**src/rtl/core/calendar_clock_tick_assert.svh**
```systemverilog
// Assertion macros shared by the calendar clock RTL.
// Each macro names the check, takes an antecedent and a consequent, and is
// sampled on the rising edge of clk with the checks held off during reset.
`ifndef CALENDAR_CLOCK_TICK_ASSERT_SVH
`define CALENDAR_CLOCK_TICK_ASSERT_SVH

// The consequent must hold in the same cycle as the antecedent.
`define CCT_ASSERT_SAME(label, ante, cons) \
  label: assert property (@(posedge clk) disable iff (rst) (ante) |-> (cons)) \
    else $error("%m: same-cycle check failed");

// The consequent must hold in the cycle after the antecedent.
`define CCT_ASSERT_NEXT(label, ante, cons) \
  label: assert property (@(posedge clk) disable iff (rst) (ante) |=> (cons)) \
    else $error("%m: next-cycle check failed");

`endif

```
**src/rtl/core/cct_pkg.sv**
```systemverilog
package cct_pkg;

  // Every cell in the chain holds one time field in a word of this width.
  localparam int WORD_W = 16;
  typedef logic [WORD_W-1:0] cell_word_t;

  // Position of each field in the chain, least significant first.
  localparam int IDX_SEC   = 0;
  localparam int IDX_MIN   = 1;
  localparam int IDX_HOUR  = 2;
  localparam int IDX_DAY   = 3;
  localparam int IDX_MONTH = 4;
  localparam int IDX_YEAR  = 5;
  localparam int NUM_CELLS = 6;

  // Item operation codes.
  localparam logic OP_TICK = 1'b0;
  localparam logic OP_LOAD = 1'b1;

  // Roll-over thresholds: a field at or above its limit wraps on a carry.
  localparam cell_word_t SEC_LIMIT   = WORD_W'(59);
  localparam cell_word_t MIN_LIMIT   = WORD_W'(59);
  localparam cell_word_t HOUR_LIMIT  = WORD_W'(23);
  localparam cell_word_t MONTH_LIMIT = WORD_W'(12);
  localparam cell_word_t YEAR_LIMIT  = {WORD_W{1'b1}};

  // Values a field takes when it wraps.
  localparam cell_word_t WRAP_ZERO = WORD_W'(0);
  localparam cell_word_t WRAP_ONE  = WORD_W'(1);

  // Month numbers and lengths.
  localparam logic [3:0] MONTH_FEB = 4'd2;
  localparam logic [3:0] MONTH_APR = 4'd4;
  localparam logic [3:0] MONTH_JUN = 4'd6;
  localparam logic [3:0] MONTH_SEP = 4'd9;
  localparam logic [3:0] MONTH_NOV = 4'd11;
  localparam logic [4:0] LEN_LONG  = 5'd31;
  localparam logic [4:0] LEN_SHORT = 5'd30;
  localparam logic [4:0] LEN_FEB_LEAP = 5'd29;
  localparam logic [4:0] LEN_FEB   = 5'd28;

  // Divisibility by 25 on a 16-bit year: multiplying by the inverse of 25
  // modulo 2^16 maps exactly the multiples of 25 onto 0 .. 65535/25.
  localparam logic [15:0] INV25     = 16'd23593;
  localparam logic [15:0] DIV25_MAX = 16'(65535 / 25);

  // Control that every cell receives from the top level.
  typedef struct packed {
    logic load;  // item accepted carries new field values
    logic step;  // carry into this cell
  } cell_ctrl_t;

  // Gregorian rule: divisible by 4, and a multiple of 100 only if also a
  // multiple of 400 (400 = 16 * 25).
  function automatic logic is_leap(input logic [15:0] y);
    logic [15:0] prod;
    logic        div25;
    prod  = y * INV25;
    div25 = (prod <= DIV25_MAX);
    return (y[1:0] == 2'd0) && (!div25 || (y[3:0] == 4'd0));
  endfunction

  // Out-of-range months count as 31 days long.
  function automatic logic [4:0] month_len(input logic [3:0] m, input logic [15:0] y);
    logic [4:0] len;
    case (m)
      MONTH_FEB: len = is_leap(y) ? LEN_FEB_LEAP : LEN_FEB;
      MONTH_APR, MONTH_JUN, MONTH_SEP, MONTH_NOV: len = LEN_SHORT;
      default: len = LEN_LONG;
    endcase
    return len;
  endfunction

endpackage

```
**src/rtl/core/cct_cell.sv**
```systemverilog
// One field of the calendar: loads, counts on a carry in, and wraps once it
// has reached its limit, passing the carry to the next cell.
module cct_cell (
  input  logic               clk,
  input  logic               rst,
  input  cct_pkg::cell_ctrl_t ctrl,
  input  cct_pkg::cell_word_t load_val,
  input  cct_pkg::cell_word_t limit,
  input  cct_pkg::cell_word_t wrap_val,
  output cct_pkg::cell_word_t count,
  output logic               carry_out
);

  cct_pkg::cell_word_t count_next;
  logic                at_limit;

  assign at_limit  = (count >= limit);
  assign carry_out = ctrl.step && at_limit;

  always_comb begin
    count_next = count;
    if (ctrl.load) begin
      count_next = load_val;
    end else if (ctrl.step) begin
      count_next = at_limit ? wrap_val : count + cct_pkg::WORD_W'(1);
    end
  end

  always_ff @(posedge clk) begin
    if (rst) begin
      count <= '0;
    end else begin
      count <= count_next;
    end
  end

endmodule

```
**src/rtl/core/calendar_clock_tick.sv**
```systemverilog
// Channel  | Handshake             | Payload
// ---------+-----------------------+----------------------------------------------
// input    | in_valid / in_ready   | op, set_second .. set_year
// output   | out_valid / out_ready | second .. year, indicator, minute_carry
//
// One beat is taken per clock cycle unless an untaken result blocks it;
// its result is registered. The ripple of carries through the six cells
// and the leap-year test (one 16 x 16 multiply) set the path into the registers.
// Synchronous active-high reset clears all fields to zero and the indicator off.
// A result that is not taken holds the next beat back, in_ready = !out_valid | out_ready.

`include "calendar_clock_tick_assert.svh"

module calendar_clock_tick (
  input  logic        clk,
  input  logic        rst,
  input  logic        in_valid,
  output logic        in_ready,
  input  logic        op,
  input  logic [5:0]  set_second,
  input  logic [5:0]  set_minute,
  input  logic [4:0]  set_hour,
  input  logic [4:0]  set_date,
  input  logic [3:0]  set_month,
  input  logic [15:0] set_year,
  output logic        out_valid,
  input  logic        out_ready,
  output logic [5:0]  second,
  output logic [5:0]  minute,
  output logic [4:0]  hour,
  output logic [4:0]  date,
  output logic [3:0]  month,
  output logic [15:0] year,
  output logic        indicator,
  output logic        minute_carry
);

  localparam int W = cct_pkg::WORD_W;

  // The cell registers are themselves the result register: the state only
  // moves when a beat is accepted, and a beat is accepted only when the
  // previous result leaves in the same cycle or has already left.
  logic                in_fire;
  logic                tick_fire;
  logic                load_fire;
  cct_pkg::cell_word_t load_val [cct_pkg::NUM_CELLS];
  cct_pkg::cell_word_t limit    [cct_pkg::NUM_CELLS];
  cct_pkg::cell_word_t wrap_val [cct_pkg::NUM_CELLS];
  cct_pkg::cell_word_t count    [cct_pkg::NUM_CELLS];
  cct_pkg::cell_ctrl_t ctrl     [cct_pkg::NUM_CELLS];
  logic [cct_pkg::NUM_CELLS:0] carry;
  logic [4:0]          day_len;
  logic                blink;

  assign in_ready  = !out_valid || out_ready;
  assign in_fire   = in_valid && in_ready;
  assign tick_fire = in_fire && (op == cct_pkg::OP_TICK);
  assign load_fire = in_fire && (op == cct_pkg::OP_LOAD);

  // The length of the current month feeds the day cell's limit; a day at or
  // past the month end rolls to the first on the next day carry.
  assign day_len = cct_pkg::month_len(count[cct_pkg::IDX_MONTH][3:0],
                                      count[cct_pkg::IDX_YEAR][15:0]);

  assign load_val[cct_pkg::IDX_SEC]   = W'(set_second);
  assign load_val[cct_pkg::IDX_MIN]   = W'(set_minute);
  assign load_val[cct_pkg::IDX_HOUR]  = W'(set_hour);
  assign load_val[cct_pkg::IDX_DAY]   = W'(set_date);
  assign load_val[cct_pkg::IDX_MONTH] = W'(set_month);
  assign load_val[cct_pkg::IDX_YEAR]  = W'(set_year);

  assign limit[cct_pkg::IDX_SEC]   = cct_pkg::SEC_LIMIT;
  assign limit[cct_pkg::IDX_MIN]   = cct_pkg::MIN_LIMIT;
  assign limit[cct_pkg::IDX_HOUR]  = cct_pkg::HOUR_LIMIT;
  assign limit[cct_pkg::IDX_DAY]   = W'(day_len);
  assign limit[cct_pkg::IDX_MONTH] = cct_pkg::MONTH_LIMIT;
  assign limit[cct_pkg::IDX_YEAR]  = cct_pkg::YEAR_LIMIT;

  // Day and month restart at one; the others restart at zero.
  assign wrap_val[cct_pkg::IDX_SEC]   = cct_pkg::WRAP_ZERO;
  assign wrap_val[cct_pkg::IDX_MIN]   = cct_pkg::WRAP_ZERO;
  assign wrap_val[cct_pkg::IDX_HOUR]  = cct_pkg::WRAP_ZERO;
  assign wrap_val[cct_pkg::IDX_DAY]   = cct_pkg::WRAP_ONE;
  assign wrap_val[cct_pkg::IDX_MONTH] = cct_pkg::WRAP_ONE;
  assign wrap_val[cct_pkg::IDX_YEAR]  = cct_pkg::WRAP_ZERO;

  // A tick is the carry into the seconds cell; each cell passes its carry on.
  // The year cell's carry out only marks the wrap and is not needed further.
  assign carry[0] = tick_fire;

  for (genvar i = 0; i < cct_pkg::NUM_CELLS; i++) begin : g_cell
    assign ctrl[i].load = load_fire;
    assign ctrl[i].step = carry[i];

    cct_cell u_cell (
      .clk       (clk),
      .rst       (rst),
      .ctrl      (ctrl[i]),
      .load_val  (load_val[i]),
      .limit     (limit[i]),
      .wrap_val  (wrap_val[i]),
      .count     (count[i]),
      .carry_out (carry[i+1])
    );
  end

  // Indicator toggles on every tick; the minute pulse belongs to the beat
  // that produced it and is cleared by a load.
  always_ff @(posedge clk) begin
    if (rst) begin
      out_valid    <= 1'b0;
      blink        <= 1'b0;
      minute_carry <= 1'b0;
    end else begin
      if (in_fire) begin
        out_valid    <= 1'b1;
        minute_carry <= carry[cct_pkg::IDX_SEC + 1];
      end else if (out_ready) begin
        out_valid <= 1'b0;
      end
      if (tick_fire) begin
        blink <= !blink;
      end
    end
  end

  assign second    = count[cct_pkg::IDX_SEC][5:0];
  assign minute    = count[cct_pkg::IDX_MIN][5:0];
  assign hour      = count[cct_pkg::IDX_HOUR][4:0];
  assign date      = count[cct_pkg::IDX_DAY][4:0];
  assign month     = count[cct_pkg::IDX_MONTH][3:0];
  assign year      = count[cct_pkg::IDX_YEAR][15:0];
  assign indicator = blink;

  `CCT_ASSERT_SAME(a_carry_zero_sec, out_valid && minute_carry, second == 6'd0)
  `CCT_ASSERT_NEXT(a_load_sec, load_fire, (second == $past(set_second)) && !minute_carry)
  `CCT_ASSERT_NEXT(a_load_year, load_fire, year == $past(set_year))
  `CCT_ASSERT_NEXT(a_tick_blink, tick_fire, indicator != $past(indicator))
  `CCT_ASSERT_NEXT(a_idle_hold, !in_fire, $stable(second) && $stable(year) && $stable(indicator))

endmodule

```
**config.mk**
```make
export PLATFORM = sky130hd
export DESIGN_NAME = calendar_clock_tick
export DESIGN_NICKNAME = d
export VERILOG_FILES = /design/src/rtl/core/cct_pkg.sv /design/src/rtl/core/cct_cell.sv /design/src/rtl/core/calendar_clock_tick.sv
export VERILOG_INCLUDE_DIRS = /design/src /design/src/rtl/core
export SDC_FILE = /design/constraint.sdc
export NUM_CORES = 1
export LEC_CHECK = 0
export BUFFER_PORTS_ARGS = -buffer_cell sky130_fd_sc_hd__buf_4
export CAP_MARGIN = 0
export CELL_PAD_IN_SITES_DETAIL_PLACEMENT = 0
export CELL_PAD_IN_SITES_GLOBAL_PLACEMENT = 1
export CORE_MARGIN = 2
export CORE_UTILIZATION = 44
export DETAILED_ROUTE_END_ITERATION = 8
export PLACE_DENSITY = 0.78
export SETUP_SLACK_MARGIN = 0.3
export SLEW_MARGIN = 30
export SYNTH_ARGS = -nofsm -noshare
export SYNTH_HDL_FRONTEND = slang
export SYNTH_SLANG_ARGS = --single-unit
```
**constraint.sdc**
```tcl
create_clock -name clk -period 6.53 [get_ports clk]
set_input_delay 1.6325 -clock clk [delete_from_list [all_inputs] [get_ports clk]]
set_output_delay 1.6325 -clock clk [all_outputs]
set_load 0.1 [all_outputs]
```
## Yosys cells after proc, flatten, opt, wreduce, memory -nomap -nowiden

Index checks and enable logic that the tools add are counted.

| storage, ports and cells | value |
|---|---|
| flip-flop bits (word level) | 99 |
| input bits | 47 |
| output and inout bits | 46 |
| word-level logic and storage cells | 81 |

| operators by class | value |
|---|---|
| add/subtract/negate cells | 6 |
| $mul | 1 |
| $lt $le $gt $ge | 7 |
| equal/unequal tests | 5 |
| mux-type cells | 22 |
| bitwise operators | 1 |
| reductions and logical operators | 25 |

Operator list:

| cell | number |
|---|---|
| 2-to-1 mux 16 bit | 8 |
| adder 16 x 1 -> 16 bit (second input constant) | 6 |
| >= comparator 16 x 6 -> 1 bit (second input constant) | 2 |
| 2-to-1 mux 6 bit | 4 |
| 2-to-1 mux 5 bit | 4 |
| >= comparator 16 bit (second input constant) | 1 |
| >= comparator 16 x 4 -> 1 bit (second input constant) | 1 |
| >= comparator 16 x 5 -> 1 bit | 1 |
| >= comparator 16 x 5 -> 1 bit (second input constant) | 1 |
| <= comparator 16 x 12 -> 1 bit (second input constant) | 1 |
| multiplier 16 x 15 -> 16 bit (second input constant) | 1 |
| nonzero test 2 bit | 7 |
| logical AND 1 bit | 9 |
| equality test 4 x 3 -> 1 bit (second input constant) | 2 |
| equality test 4 bit (second input constant) | 2 |
| 2-to-1 mux 4 bit | 2 |
| equality test 4 x 2 -> 1 bit (second input constant) | 1 |
| logical NOT 4 bit | 1 |
| one-hot mux 2 bit (2 select lines) | 1 |
| OR reduction 4 bit | 1 |
| logical NOT 1 bit | 3 |
| 2-to-1 mux 1 bit | 3 |
| logical NOT 2 bit | 1 |
| logical OR 1 bit | 2 |
| 2 further kinds | 2 |

## Logic depth before layout (Yosys ltp)

| depth | value |
|---|---|
| depth in word-level cells | 12 |
| mapped depth | 24 |
| depth with buffers taken out | 23 |

## Hierarchy

From an unflattened synthesis, not the netlist that was laid out.

| second synthesis, totals | value |
|---|---|
| cell total of the unflattened synthesis | 1,451 |
| area, all modules | 12,744.7 µm² |

By module, submodules not included:

| module | times used | cells each | area each (µm²) | seq. area each (µm²) |
|---|---|---|---|---|
| cct_cell (g_cell[0].u_cell ...) | 5 | 214 | 1,876.8 | 320.3 |
| calendar_clock_tick | 1 | 193 | 1,831.8 | 60.1 |
| cct_cell (g_cell[1].u_cell) | 1 | 188 | 1,529.0 | 320.3 |

## Least setup slack after synthesis

No wires, ideal clock.

| timing path | value |
|---|---|
| kind | register to register |
| from | register g_cell[5].u_cell.count[2] |
| to | register g_cell[5].u_cell.count[15] |
| setup time | 74 ps |
| arrival | 5,491 ps |
| data required time | 6,456 ps |
| path slack | 965 ps |
| cell stages (with the launch flop) | 23 |
| buffers on the path | 1 |
| period minus slack after synthesis | 5,565 ps |
| path through | dfxtp_1 > inv_1 > ha_1 > ha_1 > fa_1 > inv_1 > fa_1 > fa_1 > inv_1 > ha_1 > ha_1 > nand2_1 > o21ai_0 > xnor2_1 > a31oi_1 > ha_1 > nand2b_1 > a21oi_1 > o2111ai_2 > nand3_4 > buf_6 > or4b_1 > a31oi_1 |

| on the way | value |
|---|---|
| cells in the longest elaborated chain, start to end | 11 |
| elaborated cells between the ends (all ways) | 17 |
| those cells by class | 1 x add/sub; 1 x mul; 3 x order compare; 5 x mux; 7 x reduce/logical |

Ends and longest elaborated chain:

| item | line | RTL |
|---|---|---|
| start: declaration | cct_cell.sv:10 | `output cct_pkg::cell_word_t count,` |
| start signal: assignment | cct_cell.sv:33 | `count <= count_next;` |
| multiplier 16 x 15 -> 16 bit | cct_pkg.sv:58 | `prod = y * INV25;` |
| <= comparator 16 x 12 -> 1 bit | cct_pkg.sv:59 | `div25 = (prod <= DIV25_MAX);` |
| logical NOT 1 bit | cct_pkg.sv:60 | `return (y[1:0] == 2'd0) && (!div25 \|\| (y[3:0] == 4'd0));` |
| logical OR 1 bit | cct_pkg.sv:60 |  |
| logical AND 1 bit | cct_pkg.sv:60 |  |
| 2-to-1 mux 1 bit | cct_pkg.sv:67 | `MONTH_FEB: len = is_leap(y) ? LEN_FEB_LEAP : LEN_FEB;` |
| one-hot mux 2 bit (2 select lines) | cct_pkg.sv:66 | `case (m)` |
| >= comparator 16 x 5 -> 1 bit | cct_cell.sv:17 | `assign at_limit = (count >= limit);` |
| logical AND 1 bit (2 in a row) | cct_cell.sv:18 | `assign carry_out = ctrl.step && at_limit;` |
| nonzero test 2 bit (no line) | -- |  |

Parallel ways exist; a longest one is shown, timed or not. The select of a mux whose other input is x is not followed.
A chain may end at the register's enable or synchronous reset.

## Final worst setup path

| timing path | value |
|---|---|
| from | register g_cell[5].u_cell.count[2] |
| to | register g_cell[5].u_cell.count[11] |

Same word-level chain as after synthesis.

==> impl_results.md <==
- Status: finished, final reports clean
- Crit path capture type: register
- Clock slew at reported path FFs: 0.07 ns
- Syn_area_per_cell: 8.34 um2
- Logic pwr share: 0.263
- Pint: 1.04 mW
- DRC: 0
- Number of synthesized flops with an enable pin: 0
- Cell Pwr Density: 202 nW/um2
- Post-CTS Hold Fix Bufs: 0
- Final hold violation count: 0
- Number of synthesis warnings: 0
- Die footprint: 16700 um2
- Peak VDD IR: 0.130 mV
- Slew HR: 0.490
- I/O pin cnt: 93
- Largest net degree at the start of global routing: 52
- Dpl cells: 1069
- Synthesized area: 6910 um2
- Clock root buffer: clkbuf_16
- Critical path type: reg2reg
- Drt wl/cell: 16.5 um
- Detailed-route vias per instance: 5.60
- Worst slew pin tran: 0.762 ns
- CP arrival: 6.09 ns
- Gpl congestion: 0.869
- Rows: 45
- Critical Path RT: 6.79 ns
- Worst Hold Class: reg2reg
- Final Cycle Share: 0.893
- Achievable clock frequency: 172 MHz
- TNS Setup: 0 ns
- Tot Pwr: 1.58 mW
- Routed WL: 17900 um
- Initial Utilization: 0.453
- Post-Layout Cell Count: 1086
- MaxCap Viol Count: 0
- Fillers: 1446
- Num CTS Buffers: 9
- Pre-antenna DRT Iters: 5
- H-Tree Depth: 3
- Sequential Power Share: 0.411
- Total GRT Usage: 0.220
- Clk Latency, worst-skew pair: 0.35 ns
- Top cells by count, synth: 105 x nor2_1, 99 x dfxtp_1, 73 x ha_1
- Share of cells above drive strength 1: 0.157
- Async S/R FF share, synth: 0
- Vias in the first global route: 6010
- Vias: 6083
- Synth Instances: 828
- Most common cell in the netlist: nor2_1
- Area growth syn-to-layout: 13.2%
- Clock Skew: 0.00669 ns
- GRT Residual Overflow: 0
- Die X: 129 um
- Yosys top cell area share: 0.287
- Switching share of power: 0.342
- Unrepaired setup endpoints after global routing: no
- Die H: 129 um
- Post-route cell area: 7810 um2
- Placeable Area: 15300 um2
- CTS tree: built
- #FFs+latches synth: 99
- Most area-consuming cells after synthesis: dfxtp_1 29%, ha_1 13%, nor2_1 5.7%, fa_1 5.2%, buf_4 4.7%
- Final setup viols: 0
- Critical path fanouts, max: 11
- NetSw: 0.541 mW
- Area after DPL: 7490 um2
- Cell taking the most area after synthesis: dfxtp_1
- Startpoint Class: register
- Clock network power share: 0.326
- Distinct cells, synth: 58
- Syn_nets: 966
- Initial antenna violation count: 0
- CTS max path bufs: 2
- Clock Sinks: 99
- Leak: 3.35 nW
- DP Wirelength: 13400 um
- Final core occ: 0.512
- DRT antenna net count: 0
- Starting DRT DRC Count: 356
- PortBufs: 92
- Synth Flop Type: dfxtp_1
- First-pass GRT wire length: 29300 um
- Slew Limit Fails: 0
- Sequential share of the synthesized area: 0.287
- Ant. Diodes: 0
- Fin nets: 1009
- Tmin final: 5.83 ns
cell type report:
type / instances / area (um2) / area share
inverter: 59 / 221 / 0.0283
clock buffer: 12 / 256 / 0.0328
tap: 211 / 264 / 0.0338
clock inverter: 3 / 21.3 / 0.00272
sequential: 99 / 1990 / 0.255
multi-input combinational: 600 / 4290 / 0.550
timing repair buffer: 102 / 766 / 0.0980
flip-flops by register name, summed over array words and instances, names as in the netlist:
register             cells
g_cell.u_cell.count     96
indicator                1
minute_carry             1
out_valid                1
power by group through the flow:
stage	registers, mW	clock network [mW]	logic (mW)
final	0.650	0.516	0.415
after floorplan	0.661	0	0.328
after detailed placement	0.663	0	0.414
after global routing	0.653	0.554	0.458
after CTS	0.649	0.531	0.417
after global placement	0.662	0	0.409
worst paths after layout:
kind                           endpoint  slack, ns                        from  cells past startpoint
min reg2reg  g_cell[1].u_cell.count[10]       0.47  g_cell[1].u_cell.count[10]                      2
max reg2reg  g_cell[5].u_cell.count[11]       0.70   g_cell[5].u_cell.count[2]                     21
min          g_cell[1].u_cell.count[10]       0.47  g_cell[1].u_cell.count[10]                      2
max          g_cell[5].u_cell.count[11]       0.70   g_cell[5].u_cell.count[2]                     21
layout by cell type, fill, tap and decap left out, types with 3 or more instances in the layout:
cell,count
a22oi_1,6
nand2_1,41
nand4_1,10
and3_1,24
nor4_1,19
nor2b_1,5
a21oi_1,43
a211oi_1,13
mux2i_1,3
xor2_1,12
buf_4,102
nand4b_1,4
inv_1,58
dfxtp_2,4
and4_1,7
a311oi_1,11
xnor2_1,28
a31oi_1,26
nor3_1,21
o21ai_0,29
nor2_1,105
and2_1,6
fa_1,18
clkbuf_16,9
a41oi_1,3
or3_1,3
nand3b_1,3
o211ai_1,4
nand3_1,39
nand2b_1,6
dfxtp_1,94
ha_1,73
repair_timing:
item	4_1_cts	5_1_grt
resized for setup	0	9
endpoints found under the hold margin	0	0
setup buffers	0	2
setup endpoints to repair	0	44
kinds of logic after synthesis:
family	Yosys count	share of synthesized area
AND/OR/NAND/NOR	306	0.225
XOR/XNOR	40	0.0507
AO/OA/AOI/OAI	160	0.153
adder cells (fa/ha/maj)	91	0.184
buffers and inverters	129	0.0955
flip-flops	99	0.287
multiplexers	3	0.00435
metal layers:
layer / wire [um] / vias to the layer above / share of wire / global-route usage
li1: - / 2995 / - / -
met1: 8240 / 2921 / 0.46 / 0.280
met2: 8450 / 149 / 0.47 / 0.372
met3: 975 / 18 / 0.054 / 0.0520
met4: 247 / 0 / 0.014 / 0.0639
met5: 0 / - / 0 / 0
worst max-delay path, cell delays in order (launching register included):
cell       delay (ns)
dfxtp_2          0.40
inv_1            0.10
ha_1             0.31
ha_1             0.31
fa_1             0.54
inv_1            0.05
fa_1             0.51
fa_1             0.55
inv_1            0.05
ha_1             0.29
ha_1             0.33
nand2_1          0.05
o21ai_0          0.19
xnor2_1          0.15
a31oi_1          0.11
ha_1             0.28
nand2b_1         0.09
a21oi_1          0.10
o2111ai_4        0.30
nand3_4          0.20
or4_1            0.56
a311oi_1         0.25
metrics by stage:
step	hold slack (ns)	worst slack (ns)
after CTS	0.473	0.330
after floorplan	0.437	0.965
after detailed placement	0.465	0.324
after global routing	0.502	0.313
after global placement	0.456	0.507
final	0.471	0.701
Power figures use the tool's default switching activity.
